==> config.mk <==
export PLATFORM = sky130hd
export DESIGN_NAME = gbra_fifo
export DESIGN_NICKNAME = d
export VERILOG_FILES = /design/src/hdl/gbra_pkg.sv /design/src/hdl/gbra_fifo.sv
export SDC_FILE = /design/constraint.sdc
export NUM_CORES = 1
export LEC_CHECK = 0
export BUFFER_PORTS_ARGS = -buffer_cell sky130_fd_sc_hd__buf_2
export CAP_MARGIN = 0
export CORE_MARGIN = 1.5
export CORE_UTILIZATION = 57
export CTS_CLUSTER_DIAMETER = 40
export CTS_CLUSTER_SIZE = 24
export DETAILED_ROUTE_END_ITERATION = 8
export PLACE_DENSITY = 0.79
export SLEW_MARGIN = 20
export SYNTH_ARGS = -nofsm -noshare
export SYNTH_HDL_FRONTEND = slang
export SYNTH_SLANG_ARGS = --single-unit
==> constraint.sdc <==
create_clock -name i_clk -period 2.54 [get_ports i_clk]
set_input_delay 0.381 -clock i_clk [delete_from_list [all_inputs] [get_ports i_clk]]
set_output_delay 0.381 -clock i_clk [all_outputs]
set_load 0.005 [all_outputs]
==> src/hdl/gbra_pkg.sv <==
// Shared types and constants of the group-by reduce accumulator.
package gbra_pkg;

    localparam int ACC_W      = 48;
    localparam int VAL_W      = 32;
    localparam int EXT_W      = 11;
    localparam int IDX_W      = 10;
    localparam int ADDR_MAX_W = 16;
    localparam int FIFO_DEPTH = 4;
    localparam int FREE_W     = 3;

    localparam logic signed [ACC_W-1:0] ACC_MAX = {1'b0, {(ACC_W-1){1'b1}}};
    localparam logic signed [ACC_W-1:0] ACC_MIN = {1'b1, {(ACC_W-1){1'b0}}};
    localparam logic signed [ACC_W-1:0] ONE_Q16 = 48'sd65536;

    // Reducer codes; the unused code behaves as sum.
    localparam logic [2:0] MODE_SUM     = 3'd0;
    localparam logic [2:0] MODE_MEAN    = 3'd1;
    localparam logic [2:0] MODE_PRODUCT = 3'd2;
    localparam logic [2:0] MODE_MAX     = 3'd3;
    localparam logic [2:0] MODE_MIN     = 3'd4;
    localparam logic [2:0] MODE_ANY     = 3'd5;
    localparam logic [2:0] MODE_ALL     = 3'd6;

    localparam logic [1:0] OP_CONTRIB = 2'd0;
    localparam logic [1:0] OP_READ    = 2'd1;
    localparam logic [1:0] OP_CLEAR   = 2'd2;
    localparam logic [1:0] OP_UNDEF   = 2'd3;

    localparam logic [1:0] ST_OK       = 2'd0;
    localparam logic [1:0] ST_BAD_SUB  = 2'd1;
    localparam logic [1:0] ST_BAD_READ = 2'd2;

    localparam logic [2:0] CFG_MODE = 3'd0;
    localparam logic [2:0] CFG_FILL = 3'd1;
    localparam logic [2:0] CFG_DIMS = 3'd2;
    localparam logic [2:0] CFG_EXT1 = 3'd3;
    localparam logic [2:0] CFG_EXT2 = 3'd4;
    localparam logic [2:0] CFG_EXT3 = 3'd5;

    typedef enum logic [1:0] {K_NOP, K_CONTRIB, K_READ, K_CLEAR} t_kind;

    typedef struct packed {
        logic [2:0]              mode;
        logic signed [VAL_W-1:0] fill;
        logic [1:0]              dims;
        logic [EXT_W-1:0]        ext1;
        logic [EXT_W-1:0]        ext2;
        logic [EXT_W-1:0]        ext3;
    } t_cfg;

    typedef struct packed {
        t_kind                   kind;
        logic [1:0]              status;
        logic [ADDR_MAX_W-1:0]   addr;
        logic signed [VAL_W-1:0] value;
    } t_qent;

    typedef struct packed {
        logic [1:0]              status;
        logic signed [ACC_W-1:0] result_value;
        logic                    cell_touched;
    } t_res;

endpackage

==> src/hdl/gbra_fifo.sv <==
// Short queue of classified words between front and back.
module gbra_fifo (
    input  logic            i_clk,
    input  logic            i_rst_n,
    input  logic            i_push,
    input  gbra_pkg::t_qent i_ent,
    input  logic            i_pop,
    output gbra_pkg::t_qent o_ent,
    output logic            o_empty,
    output logic [gbra_pkg::FREE_W-1:0] o_free
);
    import gbra_pkg::*;

    localparam int PW = $clog2(FIFO_DEPTH);

    t_qent             r_mem [FIFO_DEPTH];
    logic [PW-1:0]     r_wp, r_rp;
    logic [FREE_W-1:0] r_cnt;

    always_ff @(posedge i_clk) begin
        if (!i_rst_n) begin
            r_wp  <= '0;
            r_rp  <= '0;
            r_cnt <= '0;
        end else begin
            if (i_push) r_wp <= r_wp + 1'b1;
            if (i_pop)  r_rp <= r_rp + 1'b1;
            r_cnt <= r_cnt + FREE_W'(i_push) - FREE_W'(i_pop);
        end
    end

    always_ff @(posedge i_clk) begin
        if (i_push) r_mem[r_wp] <= i_ent;
    end

    assign o_ent   = r_mem[r_rp];
    assign o_empty = (r_cnt == '0);
    assign o_free  = FREE_W'(FIFO_DEPTH) - r_cnt;
endmodule

### Word-level counts from Yosys, hierarchy flattened

Memory sizes are Yosys's and may differ from the RTL's. A register that Yosys moved wholly into a read port is not among the register bits.
Cells that the tools add are included.

| storage, ports and cells | value |
|---|---|
| memory bits (writable) | 208 |
| flip-flop bits (word level) | 7 |
| logic and storage cells | 14 |
| memories kept | 1 |

Memories:

| name | depth | bits a word | rd ports | clocked after Yosys merged registers in | wr ports | line | source |
|---|---|---|---|---|---|---|---|
| r_mem | 4 | 52 | 1 | 1 | 1 | gbra_fifo.sv:16 | `t_qent r_mem [FIFO_DEPTH];` |

| operators by class | value |
|---|---|
| multiplexer cells | 4 |
| add/sub/neg operators | 5 |
| reductions and logical operators | 1 |

Operators by type and width:

| kind | number |
|---|---|
| adder 2 x 1 -> 2 bit (second input constant) | 2 |
| two-way mux 2 bit | 2 |
| adder 3 x 1 -> 3 bit | 1 |
| zero test 3 bit | 1 |
| subtractor 3 x 1 -> 3 bit | 1 |
| subtractor 3 bit (first input constant) | 1 |
| two-way mux 1 bit | 2 |

### Longest topological paths before layout

| depth | value |
|---|---|
| word-level depth | 3 |
| gate-level depth with buffers | 7 |

### Worst setup path after synthesis

Ideal clock, no wire load.

| timing path | value |
|---|---|
| path type | register to register |
| start | register r_wp[0] |
| end | memory r_mem[2][0] in the netlist's numbering (enable) |
| data required time | 2.125 ns |
| data arrival time | 1.779 ns |
| cell stages (with the launch flop) | 4 |
| buffers on the path | 0 |
| slack | 0.346 ns |
| cell sequence | dfxtp_1 > inv_1 > ha_1 > and2_1 |

RTL lines:

| element | line | source |
|---|---|---|
| start: declaration | gbra_fifo.sv:17 | `logic [PW-1:0] r_wp, r_rp;` |
| start signal: assignment | gbra_fifo.sv:26 | `if (i_push) r_wp <= r_wp + 1'b1;` |
| end: declaration | gbra_fifo.sv:16 |  |

Straight into the memory's write port.

==> impl_metrics.tcl <==
set metrics [dict create \
    die_area_um2 14800 \
    rows 43 \
    wl_met2_um 7000 \
    syn_avg_cell_area_um2 25.3 \
    place.gp.congestion 0.716 \
    cts_resized 0 \
    cp.required_ps 2160 \
    drt-total-wl_um 13600 \
    maxCapViolations 0 \
    power_mw 8.00 \
    setup_viol 0 \
    wl_per_cell_um 21.0 \
    ctsHoldBuffers 0 \
    critPathLaunchType "register" \
    post-route-cell-area_um2 9500 \
    regArea_um2 6430 \
    whs_ps 110 \
    postCtsSetupBuffers 0 \
    hold_end "r_mem[2][5]" \
    die_w_um 122 \
    clkSinkCount 217 \
    tightestPinTransition_ps 529 \
    dr.pass1.iters 5 \
    drt-met1-wl_um 5450 \
    dieHeight_um 122 \
    portBuffers 111 \
    num-nets-final 516 \
    cts_tree "done" \
    grt_pass1_wl_um 20400 \
    ctsRootBufferMaster "clkbuf_16" \
    clkLatencyLatePin_ps 480 \
    period_share_pct 95.1 \
    grt.overflow.total 0 \
    fmax_ghz 0.414 \
    postSynthCellCount 318 \
    criticalPathCategory "register to output port" \
    num-fill-cells 854 \
    r2r_start "r_cnt[0]" \
    hp-class "primary input to register" \
    p_leak_nw 3.28 \
    hpwl_um 8130 \
    grt_max_degree 35 \
    vias 3586 \
    start_util_pct 58.1 \
    drt_iter0_markers 218 \
    ys_ff_latch 217 \
    maxSlewViolCount 0 \
    setup_ws_ps 126 \
    r2r-end "r_cnt[2]" \
    final.min_clock_period_ps 2410 \
    antenna_found_initial 0 \
    cts_made_buffers 21 \
    setup_tns_ps 0 \
    coreArea_um2 13800 \
    grt_pass1_vias 3913 \
    post_dp_cell_area_um2 8790 \
    rrSetupSlack_ps 690 \
    cp.arrival_ps 2030 \
    met3_length_um 874 \
    synth_area_um2 8040 \
    syn_to_final_growth_pct 18.2 \
    final_common_cell "edfxtp_1" \
    cp_max_fo 20 \
    final_cell_mix "edfxtp_1, buf_2, mux4_2, clkbuf_16, buf_4" \
    worst_r2r_path_depth 7 \
    ys_types 20 \
    htreeDepth 1 \
    fin_skew_ps 7.44 \
    hold_viol 0 \
    ir_drop_v 0.000786 \
    status "complete, no violations" \
    syn_nets 383 \
    clk_path_buf_depth 3 \
    power_density_nw_per_um2 842 \
    grt_use_total_pct 18.5 \
    pre_cts_ws_ps 581 \
    clk_pin_slew_ps 70 \
    max_slew_margin_pct 64.8 \
    hold_path_depth 1 \
    drcViolationCount 0 \
    critPathCaptureType "output port" \
    highest_layer "met4" \
    yosys_warnings 0 \
    diodes 0 \
    rsz0062_at_grt "no" \
    multi_input_area_um2 1430 \
    pin_count 112 \
    ys_seq_area_share_pct 80.0 \
    vias_per_cell 5.56 \
    hold_start "i_ent[5]" \
    ant_nets 0 \
    drive_above_1_share_pct 46.7 \
]
## registers in the layout (all words and copies together) (netlist names), named ones only
name,cells
r_wp,2
r_cnt,3
r_rp,2
r_mem,208
## how the worst max path moves through the flow
stage                   from          end  slack [ps]  depth (start not counted)
floorplan            r_wp[0]  r_mem[2][0]         350                          3
global placement    register    o_ent[51]         630                          3
detailed placement     i_pop     r_cnt[2]         580                          7
CTS                 register    o_ent[51]          70                          3
global route        register    o_ent[51]          10                          3
finish              register    o_ent[51]         130                          3
## power breakdown
part           switching (mW)  total [mW]  internal [mW]
Sequential             0.0608        4.17           4.11
Clock                    1.38        3.08           1.70
Combinational           0.357       0.745          0.387
Total                    1.80        8.00           6.19
## layout make-up
cell class / instances / share of cell area, %
clock buffer: 21 / 5.53
clock inverter: 16 / 1.86
inverter: 9 / 0.356
multi-input combinational: 79 / 15.1
sequential: 217 / 67.7
tap: 180 / 2.37
timing repair buffer: 123 / 7.06
## stage by stage
stage	util [%]	cells
2_1_floorplan	-	318
3_3_place_gp	63.6	608
3_5_place_dp	63.6	608
4_1_cts	68.7	645
5_1_grt	68.7	645
6_report	68.7	645
## critical path, cell delays in order (launching register included)
cell	delay, ps
dfxtp_4	540
buf_12	250
mux4_1	600
buf_2	150
## cells in the mapped netlist
cell type	count	area, um2
buf_6	1	11.3
edfxtp_1	208	6250
a21oi_1	1	5.00
mux4_2	50	1130
xor3_1	1	23.8
buf_4	1	7.51
fa_1	1	20.0
a21bo_2	1	10.0
dfxtp_1	9	180
buf_2	5	25.0
inv_1	9	33.8
ha_1	8	100
clkbuf_1	1	3.75
nor2_1	5	18.8
buf_12	5	100
nand3b_1	1	7.51
mux2i_1	1	10.0
mux4_1	2	52.6
xnor2_1	2	17.5
and2_1	6	37.5
## kinds of logic (layout without fill, tap and decap cells)
| family | count (synthesis) | after routing | share of synthesized area (%) |
|---|---|---|---|
| AO/OA/AOI/OAI | 2 | 2 | 0.187 |
| XOR/XNOR | 3 | 3 | 0.514 |
| adder cells (fa/ha/maj) | 9 | 9 | 1.49 |
| buffers and inverters | 22 | 169 | 2.26 |
| flip-flops | 217 | 217 | 80.0 |
| multiplexers | 53 | 53 | 14.8 |
| AND/OR/NAND/NOR | 12 | 12 | 0.794 |
## metal layers
metal | track usage (%) | vias to the layer above
met1 | 24.0 | 1849
met3 | 3.98 | 21
met4 | 5.44 | 0
met2 | 31.7 | 117
met5 | 0 | -
li1 | - | 1599
Power figures use the tool's default switching activity.
