`config.mk`:
```
export PLATFORM = sky130hd
export DESIGN_NAME = gbra_front_flat
export DESIGN_NICKNAME = d
export VERILOG_FILES = /design/src/hdl/gbra_pkg.sv /design/src/hdl/gbra_if.sv /design/src/hdl/gbra_front.sv /design/src/flat_wrapper.sv
export SDC_FILE = /design/constraint.sdc
export NUM_CORES = 2
export LEC_CHECK = 0
export ABC_AREA = 1
export BUFFER_PORTS_ARGS = -buffer_cell sky130_fd_sc_hd__buf_4
export CAP_MARGIN = 20
export CORE_ASPECT_RATIO = 0.8
export CORE_UTILIZATION = 45
export CTS_BUF_LIST = sky130_fd_sc_hd__clkbuf_2
export DETAILED_ROUTE_END_ITERATION = 7
export PLACE_DENSITY = 0.65
export SLEW_MARGIN = 15
export SYNTH_ARGS = -nofsm -noshare
export SYNTH_HDL_FRONTEND = slang
export SYNTH_SLANG_ARGS = --single-unit
```
`constraint.sdc`:
```
create_clock -name i_clk -period 11.2 [get_ports i_clk]
set_input_delay 1.12 -clock i_clk [delete_from_list [all_inputs] [get_ports i_clk]]
set_output_delay 1.12 -clock i_clk [all_outputs]
set_load 0.02 [all_outputs]
```
`src/hdl/gbra_pkg.sv`:
```
// Shared types and constants of the group-by reduce accumulator.
package gbra_pkg;

    localparam int ACC_W      = 48;
    localparam int VAL_W      = 32;
    localparam int EXT_W      = 11;
    localparam int IDX_W      = 10;
    localparam int ADDR_MAX_W = 16;
    localparam int FIFO_DEPTH = 4;
    localparam int FREE_W     = 3;

    localparam logic signed [ACC_W-1:0] ACC_MAX = {1'b0, {(ACC_W-1){1'b1}}};
    localparam logic signed [ACC_W-1:0] ACC_MIN = {1'b1, {(ACC_W-1){1'b0}}};
    localparam logic signed [ACC_W-1:0] ONE_Q16 = 48'sd65536;

    // Reducer codes; the unused code behaves as sum.
    localparam logic [2:0] MODE_SUM     = 3'd0;
    localparam logic [2:0] MODE_MEAN    = 3'd1;
    localparam logic [2:0] MODE_PRODUCT = 3'd2;
    localparam logic [2:0] MODE_MAX     = 3'd3;
    localparam logic [2:0] MODE_MIN     = 3'd4;
    localparam logic [2:0] MODE_ANY     = 3'd5;
    localparam logic [2:0] MODE_ALL     = 3'd6;

    localparam logic [1:0] OP_CONTRIB = 2'd0;
    localparam logic [1:0] OP_READ    = 2'd1;
    localparam logic [1:0] OP_CLEAR   = 2'd2;
    localparam logic [1:0] OP_UNDEF   = 2'd3;

    localparam logic [1:0] ST_OK       = 2'd0;
    localparam logic [1:0] ST_BAD_SUB  = 2'd1;
    localparam logic [1:0] ST_BAD_READ = 2'd2;

    localparam logic [2:0] CFG_MODE = 3'd0;
    localparam logic [2:0] CFG_FILL = 3'd1;
    localparam logic [2:0] CFG_DIMS = 3'd2;
    localparam logic [2:0] CFG_EXT1 = 3'd3;
    localparam logic [2:0] CFG_EXT2 = 3'd4;
    localparam logic [2:0] CFG_EXT3 = 3'd5;

    typedef enum logic [1:0] {K_NOP, K_CONTRIB, K_READ, K_CLEAR} t_kind;

    typedef struct packed {
        logic [2:0]              mode;
        logic signed [VAL_W-1:0] fill;
        logic [1:0]              dims;
        logic [EXT_W-1:0]        ext1;
        logic [EXT_W-1:0]        ext2;
        logic [EXT_W-1:0]        ext3;
    } t_cfg;

    typedef struct packed {
        t_kind                   kind;
        logic [1:0]              status;
        logic [ADDR_MAX_W-1:0]   addr;
        logic signed [VAL_W-1:0] value;
    } t_qent;

    typedef struct packed {
        logic [1:0]              status;
        logic signed [ACC_W-1:0] result_value;
        logic                    cell_touched;
    } t_res;

endpackage

```
`src/hdl/gbra_if.sv`:
```
// Channel interfaces: input words, result words and configuration writes.
interface gbra_in_if;
    logic               valid;
    logic               ready;
    logic [1:0]         op;
    logic [10:0]        sub_first;
    logic [10:0]        sub_second;
    logic [10:0]        sub_third;
    logic signed [31:0] value;
    logic [9:0]         cell_index;

    modport source (output valid, op, sub_first, sub_second, sub_third, value, cell_index,
                    input ready);
    modport sink (input valid, op, sub_first, sub_second, sub_third, value, cell_index,
                  output ready);
endinterface


```
`src/hdl/gbra_front.sv`:
```
// Front end: accept input words, check subscripts, form the cell index.
module gbra_front #(
    parameter int CELLS    = 1024,
    parameter int MAX_DIMS = 3
) (
    input  logic            i_clk,
    input  logic            i_rst_n,
    gbra_in_if.sink         i_in,
    input  gbra_pkg::t_cfg  i_cfg,
    input  logic            i_cfg_wr,
    input  logic            i_init_done,
    input  logic [gbra_pkg::FREE_W-1:0] i_free,
    output logic            o_push,
    output gbra_pkg::t_qent o_ent
);
    import gbra_pkg::*;

    logic [21:0]       r_e12;
    logic [32:0]       r_total;
    logic [1:0]        r_hold;
    logic              r_s1_valid;
    logic [1:0]        r_op;
    logic              r_bad;
    logic [10:0]       r_p1;
    logic [21:0]       r_p2;
    logic [32:0]       r_p3;
    logic signed [31:0] r_value;
    logic [IDX_W-1:0]  r_idx;

    logic       accept;
    logic [1:0] dims;
    logic       bad1, bad2, bad3;
    logic [33:0] lin;
    logic        zero_ext;
    logic        read_bad;

    // Hold off after a configuration write until the stride products settle.
    assign i_in.ready = i_init_done && (r_hold == 2'd0) &&
                        (r_s1_valid ? (i_free >= FREE_W'(2)) : (i_free >= FREE_W'(1)));
    assign accept = i_in.valid && i_in.ready;

    always_comb begin
        dims = (i_cfg.dims == 2'd0) ? 2'd1 : i_cfg.dims;
        if (dims > 2'(MAX_DIMS)) dims = 2'(MAX_DIMS);
        bad1 = (i_in.sub_first == '0) || (i_in.sub_first > i_cfg.ext1);
        bad2 = (dims >= 2'd2) && ((i_in.sub_second == '0) || (i_in.sub_second > i_cfg.ext2));
        bad3 = (dims >= 2'd3) && ((i_in.sub_third == '0) || (i_in.sub_third > i_cfg.ext3));
    end

    always_ff @(posedge i_clk) begin
        if (!i_rst_n) begin
            r_hold     <= 2'd0;
            r_s1_valid <= 1'b0;
        end else begin
            if (i_cfg_wr) r_hold <= 2'd2;
            else if (r_hold != 2'd0) r_hold <= r_hold - 2'd1;
            r_s1_valid <= accept;
        end
    end

    always_ff @(posedge i_clk) begin
        r_e12   <= i_cfg.ext1 * i_cfg.ext2;
        r_total <= r_e12 * i_cfg.ext3;
        if (accept) begin
            r_op    <= i_in.op;
            r_bad   <= bad1 || bad2 || bad3;
            r_p1    <= i_in.sub_first - 11'd1;
            r_p2    <= (dims >= 2'd2) ? (i_in.sub_second - 11'd1) * i_cfg.ext1 : '0;
            r_p3    <= (dims >= 2'd3) ? (i_in.sub_third - 11'd1) * r_e12 : '0;
            r_value <= i_in.value;
            r_idx   <= i_in.cell_index;
        end
    end

    always_comb begin
        lin      = 34'(r_p1) + 34'(r_p2) + 34'(r_p3);
        zero_ext = (i_cfg.ext1 == '0) || (i_cfg.ext2 == '0) || (i_cfg.ext3 == '0);
        read_bad = (34'(r_idx) >= 34'(r_total)) || (17'(r_idx) >= 17'(CELLS));
        o_push       = r_s1_valid;
        o_ent.kind   = K_NOP;
        o_ent.status = ST_OK;
        o_ent.addr   = '0;
        o_ent.value  = r_value;
        unique case (r_op)
            OP_CONTRIB: begin
                if (zero_ext) begin
                    o_ent.kind = K_NOP;
                end else if (r_bad || (lin >= 34'(CELLS))) begin
                    o_ent.status = ST_BAD_SUB;
                end else begin
                    o_ent.kind = K_CONTRIB;
                    o_ent.addr = lin[ADDR_MAX_W-1:0];
                end
            end
            OP_READ: begin
                if (read_bad) begin
                    o_ent.status = ST_BAD_READ;
                end else begin
                    o_ent.kind = K_READ;
                    o_ent.addr = ADDR_MAX_W'(r_idx);
                end
            end
            OP_CLEAR: o_ent.kind = K_CLEAR;
            default:  o_ent.kind = K_NOP;
        endcase
    end
endmodule

```
`src/flat_wrapper.sv`:
```
// flat-port wrapper written by rule: the top's interface ports become plain ports
module gbra_front_flat import gbra_pkg::*;
#(
    parameter int CELLS    = 1024,
    parameter int MAX_DIMS = 3
)
  (i_clk, i_rst_n, i_cfg, i_cfg_wr, i_init_done, i_free, o_push, o_ent, i_in_valid, i_in_op, i_in_sub_first, i_in_sub_second, i_in_sub_third, i_in_value, i_in_cell_index, i_in_ready);
  gbra_in_if i_in_i ();
  input  logic i_clk;
  input  logic i_rst_n;
  input  gbra_pkg::t_cfg i_cfg;
  input  logic i_cfg_wr;
  input  logic i_init_done;
  input  logic [gbra_pkg::FREE_W-1:0] i_free;
  output logic o_push;
  output gbra_pkg::t_qent o_ent;
  input wire logic [$bits(i_in_i.valid)-1:0] i_in_valid;
  input wire logic [$bits(i_in_i.op)-1:0] i_in_op;
  input wire logic [$bits(i_in_i.sub_first)-1:0] i_in_sub_first;
  input wire logic [$bits(i_in_i.sub_second)-1:0] i_in_sub_second;
  input wire logic [$bits(i_in_i.sub_third)-1:0] i_in_sub_third;
  input wire logic [$bits(i_in_i.value)-1:0] i_in_value;
  input wire logic [$bits(i_in_i.cell_index)-1:0] i_in_cell_index;
  output wire logic [$bits(i_in_i.ready)-1:0] i_in_ready;
  assign i_in_i.valid = i_in_valid;
  assign i_in_i.op = i_in_op;
  assign i_in_i.sub_first = i_in_sub_first;
  assign i_in_i.sub_second = i_in_sub_second;
  assign i_in_i.sub_third = i_in_sub_third;
  assign i_in_i.value = i_in_value;
  assign i_in_i.cell_index = i_in_cell_index;
  assign i_in_ready = i_in_i.ready;
  gbra_front #(.CELLS(CELLS), .MAX_DIMS(MAX_DIMS)) u_core (.i_clk(i_clk), .i_rst_n(i_rst_n), .i_in(i_in_i), .i_cfg(i_cfg), .i_cfg_wr(i_cfg_wr), .i_init_done(i_init_done), .i_free(i_free), .o_push(o_push), .o_ent(o_ent));
endmodule
```
-- Word level (Yosys, flattened, before mapping)
Index checks and enable logic that the tools add are counted.
Widths: inputs -> output; s select.
- register bits: 169
- logic and storage cells: 75
- input bits: 155
- equality and inequality tests: 2
- add/sub/neg operators: 6
- mux-type cells: 15
- bitwise logic cells: 1
- reduce and logical (&&, ||, !) cells: 25
- order comparisons: 10
- multipliers: 4
- operators by type and width (kind ; count):
    $logic_not 11->1 ; 6
    $pmux 18 s2 ; 1
    $add 34x33->34 ; 1
    $ge 34x11->1 const B ; 1
    $ge 10x33->1 ; 1
    $gt 11x11->1 ; 3
    $mul 22x11->33 ; 1
    $mul 33x22->33 ; 1
    $sub 11x1->12 const B ; 2
    $add 11x22->23 ; 1
    $mul 11x11->22 ; 1
    $mul 22x11->22 ; 1
    $mux 18 ; 1
    $mux 16 ; 1
    $mux 2 ; 7
    $sub 11x1->11 const B ; 1
    $mux 10 ; 1
    $logic_or 1x1->1 ; 8
    $logic_not 2->1 ; 3
    $pmux 2 s3 ; 1
    $logic_and 1x1->1 ; 5
    $ge 2x2->1 const B ; 2
    $reduce_bool 2->1 ; 2
    $ge 3x1->1 const B ; 1
    8 further kinds ; 10

-- Depth between registers and ports, before layout
- depth in word-level cells: 8
- gate-level depth with buffers: 37

-- Worst setup path before layout
Ideal clock, no wire load.
- path type: in2reg
- start: input port i_in_sub_third[0]
- end: register u_core.r_p3[23], data pin
- path slack: 2.919 ns
- buffers on the path: 1
- arrival: 8.022 ns
- stages on the path: 33
- path through: buf_2 -> inv_1 -> ha_1 -> inv_1 -> nor4_1 -> xor2_1 -> clkinv_1 -> nor2_1 -> fa_1 -> fa_1 -> inv_1 -> fa_1 -> inv_1 -> fa_1 -> inv_1 -> fa_1 -> inv_1 -> fa_1 -> inv_1 -> fa_1 -> inv_1 -> ha_1 -> nand2_1 -> nor2_1 -> nand4_1 -> o21ai_0 -> nand2_1 -> nand2_1 -> inv_1 -> o21ai_0 -> a21oi_1 -> o21ai_0 -> a21oi_1
- longest elaborated chain between the ends: 2
- ends and longest elaborated chain (item ; RTL line ; RTL):
    from (decl) ; flat_wrapper.sv:21 ; input wire logic [$bits(i_in_i.sub_third)-1:0] i_in_sub_third;
    $sub 11x1->12 ; gbra_front.sv:69 ; r_p3 <= (dims >= 2'd3) ? (i_in.sub_third - 11'd1) * r_e12 : '0;
    $mul 33x22->33 ; gbra_front.sv:69 ;
    to (signal assigned) ; gbra_front.sv:69 ;
    to (decl) ; gbra_front.sv:26 ; logic [32:0] r_p3;
Every way passes these cells.
A chain may end at the register's enable or synchronous reset.

-- Worst setup path after layout
Ends and elaborated chain as after synthesis.

==> results.json <==
{
  "outcome": "finished, final reports clean",
  "cap_violations": 0,
  "utilization": 0.487,
  "synth_top_area_cell": "fa_1",
  "routabilityCongestion": 0.976,
  "post_cts_buffers": 0,
  "grt_use_total": 0.241,
  "vias": 29325,
  "htree_levels": 4,
  "worst_slack_ns": 2.64,
  "grt_pass1_wl_mm": 156,
  "synth_top_area_frac": 0.369,
  "critPathMaxStageDelay_ns": 0.53,
  "layout_commonest_cell": "inv_1",
  "cts_buffers": 17,
  "synthTopCellsByArea": "fa_1 (37%), ha_1 (12%), inv_1 (11%)",
  "vias_per_cell": 5.11,
  "crit_fanout": 19,
  "layout_common_cells": "inv_1 (1,076), nand2_1 (1,068), fa_1 (675), nor2_1 (358), ha_1 (337)",
  "worstSetupPathType": "in -> reg",
  "hpwl_mm": 79.9,
  "area_growth_pct": 7.21,
  "required_ns": 12.04,
  "avgSynthCellArea_sq_um": 8.05,
  "setup_tns_ns": 0,
  "hold_viol_final": 0,
  "cts_tree": "done",
  "ys_types": 55,
  "ys.flop_type": "edfxtp_1",
  "core_sq_um": 80500,
  "clock_latency_ns": 1.12,
  "slew_violations": 0,
  "dp_slack_ns": 1.71,
  "crit_path_start_kind": "input port",
  "crit_path_top_delay_cell": "fa_1",
  "chipHeight_um": 257,
  "syn-instance-count": 4543,
  "clkTransAtPathRegs_ns": 0.37,
  "worstSetupEndpointType": "flop",
  "finClkSkew_ns": 0.138,
  "numPlacedInstances": 5703,
  "rows": 93,
  "io_buffers": 167,
  "max_slew.worst_pin.slew_ns": 1.16,
  "drt-pass1-iter-count": 5,
  "synth_seq_area_share": 0.123,
  "drt-initial-drc-count": 2349,
  "critPathArrivalTime_ns": 9.41,
  "netlist_area_sq_um": 36600,
  "synth_warnings": 0,
  "numClockSinks": 169,
  "antenna_found_initial": 2,
  "die_x_um": 321,
  "grt_setup_unrepaired": "false",
  "synthArstFlopShare": 0,
  "setup_viol": 0,
  "grt_overflow": 0,
  "clk_path_buf_depth": 2,
  "cpMostUsedCell": "inv_1",
  "fin_cells": 5742,
  "relSlewSlack": 0.225,
  "wirelength_mm": 95.7,
  "fin_crit_sh": 0.765,
  "wire_per_inst_um": 16.7,
  "initial_core_util": 0.454,
  "pin_count": 209,
  "postRouteAntennaNets": 0,
  "cts_root_buf": "clkbuf_2",
  "drc": 0,
  "grt_max_degree": 67,
  "die_area_sq_um": 82500,
  "layout-drive-gt1-share": 0.0609,
  "fmax_ghz": 0.117,
  "fin_nets": 5798,
  "min_period_ns": 8.56,
  "synth-seq-cells": 169,
  "first_global_vias": 28938,
  "synth_edf_count": 111,
  "hold_path.class": "in -> reg"
}
[synthesized netlist by cell type (9+ instances only)]
cell,count
inv_1,1076
edfxtp_1,111
nor2_1,359
xor2_1,67
nand3_1,82
fa_1,675
nand4_1,51
nand2_1,1068
nor3_1,25
clkbuf_1,107
a21oi_1,192
clkinv_1,12
ha_1,337
o21a_1,12
nor2_2,11
nor4_1,18
o21ai_0,101
xnor2_1,47
buf_1,9
a21o_1,9
dfxtp_1,58
or2_2,20
[repair_timing]
item	4_1_cts	5_1_grt
gates resized for setup	0	0
endpoints found under the hold margin	1	0
hold buffers	1	0
[metrics by stage]
| step | hold WS (ns) | instance area [sq um] |
|---|---|---|
| 2_1_floorplan | 0.412 | 36600 |
| 3_3_place_gp | 0.424 | 38900 |
| 3_5_place_dp | 0.445 | 38900 |
| 4_1_cts | 0.0254 | 39200 |
| 5_1_grt | -0.0149 | 39200 |
| 6_report | 0.186 | 39200 |
[sequential cells by signal, indices dropped and copies added (netlist names)]
signal and cells:
u_core.r_bad 1, u_core.r_value 32, u_core.r_hold 2, u_core.r_op 2, u_core.r_e12 22, u_core.r_p2 22, u_core.r_idx 10, u_core.o_push 1
u_core.r_p3 33, u_core.r_p1 11, u_core.r_total 33
[cell families (layout without fill, tap and decap cells)]
kind of cell	count (synthesis)	in the layout	synth area share
adders and majority gates	1012	1012	0.485
xor gates and xnor gates	114	114	0.0273
and+or+nand+nor	1661	1661	0.184
other	1	12	0.000102
AOI/OAI and AO/OA	363	363	0.0547
DFF	169	169	0.123
buffers and inverters	1223	1319	0.127
[layout make-up]
| class | instances | area [sq um] |
|---|---|---|
| fillers | 7910 | 41300 |
| multi-input cells | 3156 | 27500 |
| flip-flops and latches | 169 | 4490 |
| inverters | 1095 | 4110 |
| repair buffers | 192 | 1440 |
| well taps | 1092 | 1370 |
| clock inverters | 15 | 206 |
| clock buffers | 17 | 85.1 |
| diodes | 6 | 15.0 |
[critical path, delay by kind of cell]
kind,cells,cell delay [ns]
adder cells (fa/ha/maj),9,4.21
buffers and inverters,11,1.47
AND/OR/NAND/NOR,7,1.35
AO/OA/AOI/OAI,5,0.98
XOR/XNOR,1,0.26
[final timing paths]
kind,start,endpoint,slack [ns],depth (start not counted)
worst max-delay path,i_in_sub_third[0],u_core.r_p3[23]$_SDFFCE_PN0P_,2.64,33
worst min-delay path,i_in_op[0],u_core.r_op[0]$_DFFE_PP_,0.19,1
worst max register to register,u_core.r_e12[10]$_DFF_P_,u_core.r_p3[29]$_SDFFCE_PN0P_,3.20,21
worst min register to register,u_core.r_hold[1]$_SDFFE_PN0P_,u_core.r_hold[0]$_SDFFE_PP0P_,0.47,2
[layer usage]
layer  track usage  vias up  part of all wire
met3        0.0363       76             0.074
met1         0.365    14500              0.47
met5             0        -                 0
met2         0.363      960              0.44
li1              -    13789                 -
met4        0.0491        0             0.016
Power is not shown: default switching activity piles up to over one toggle a cycle in this logic, so the estimate is an artifact.
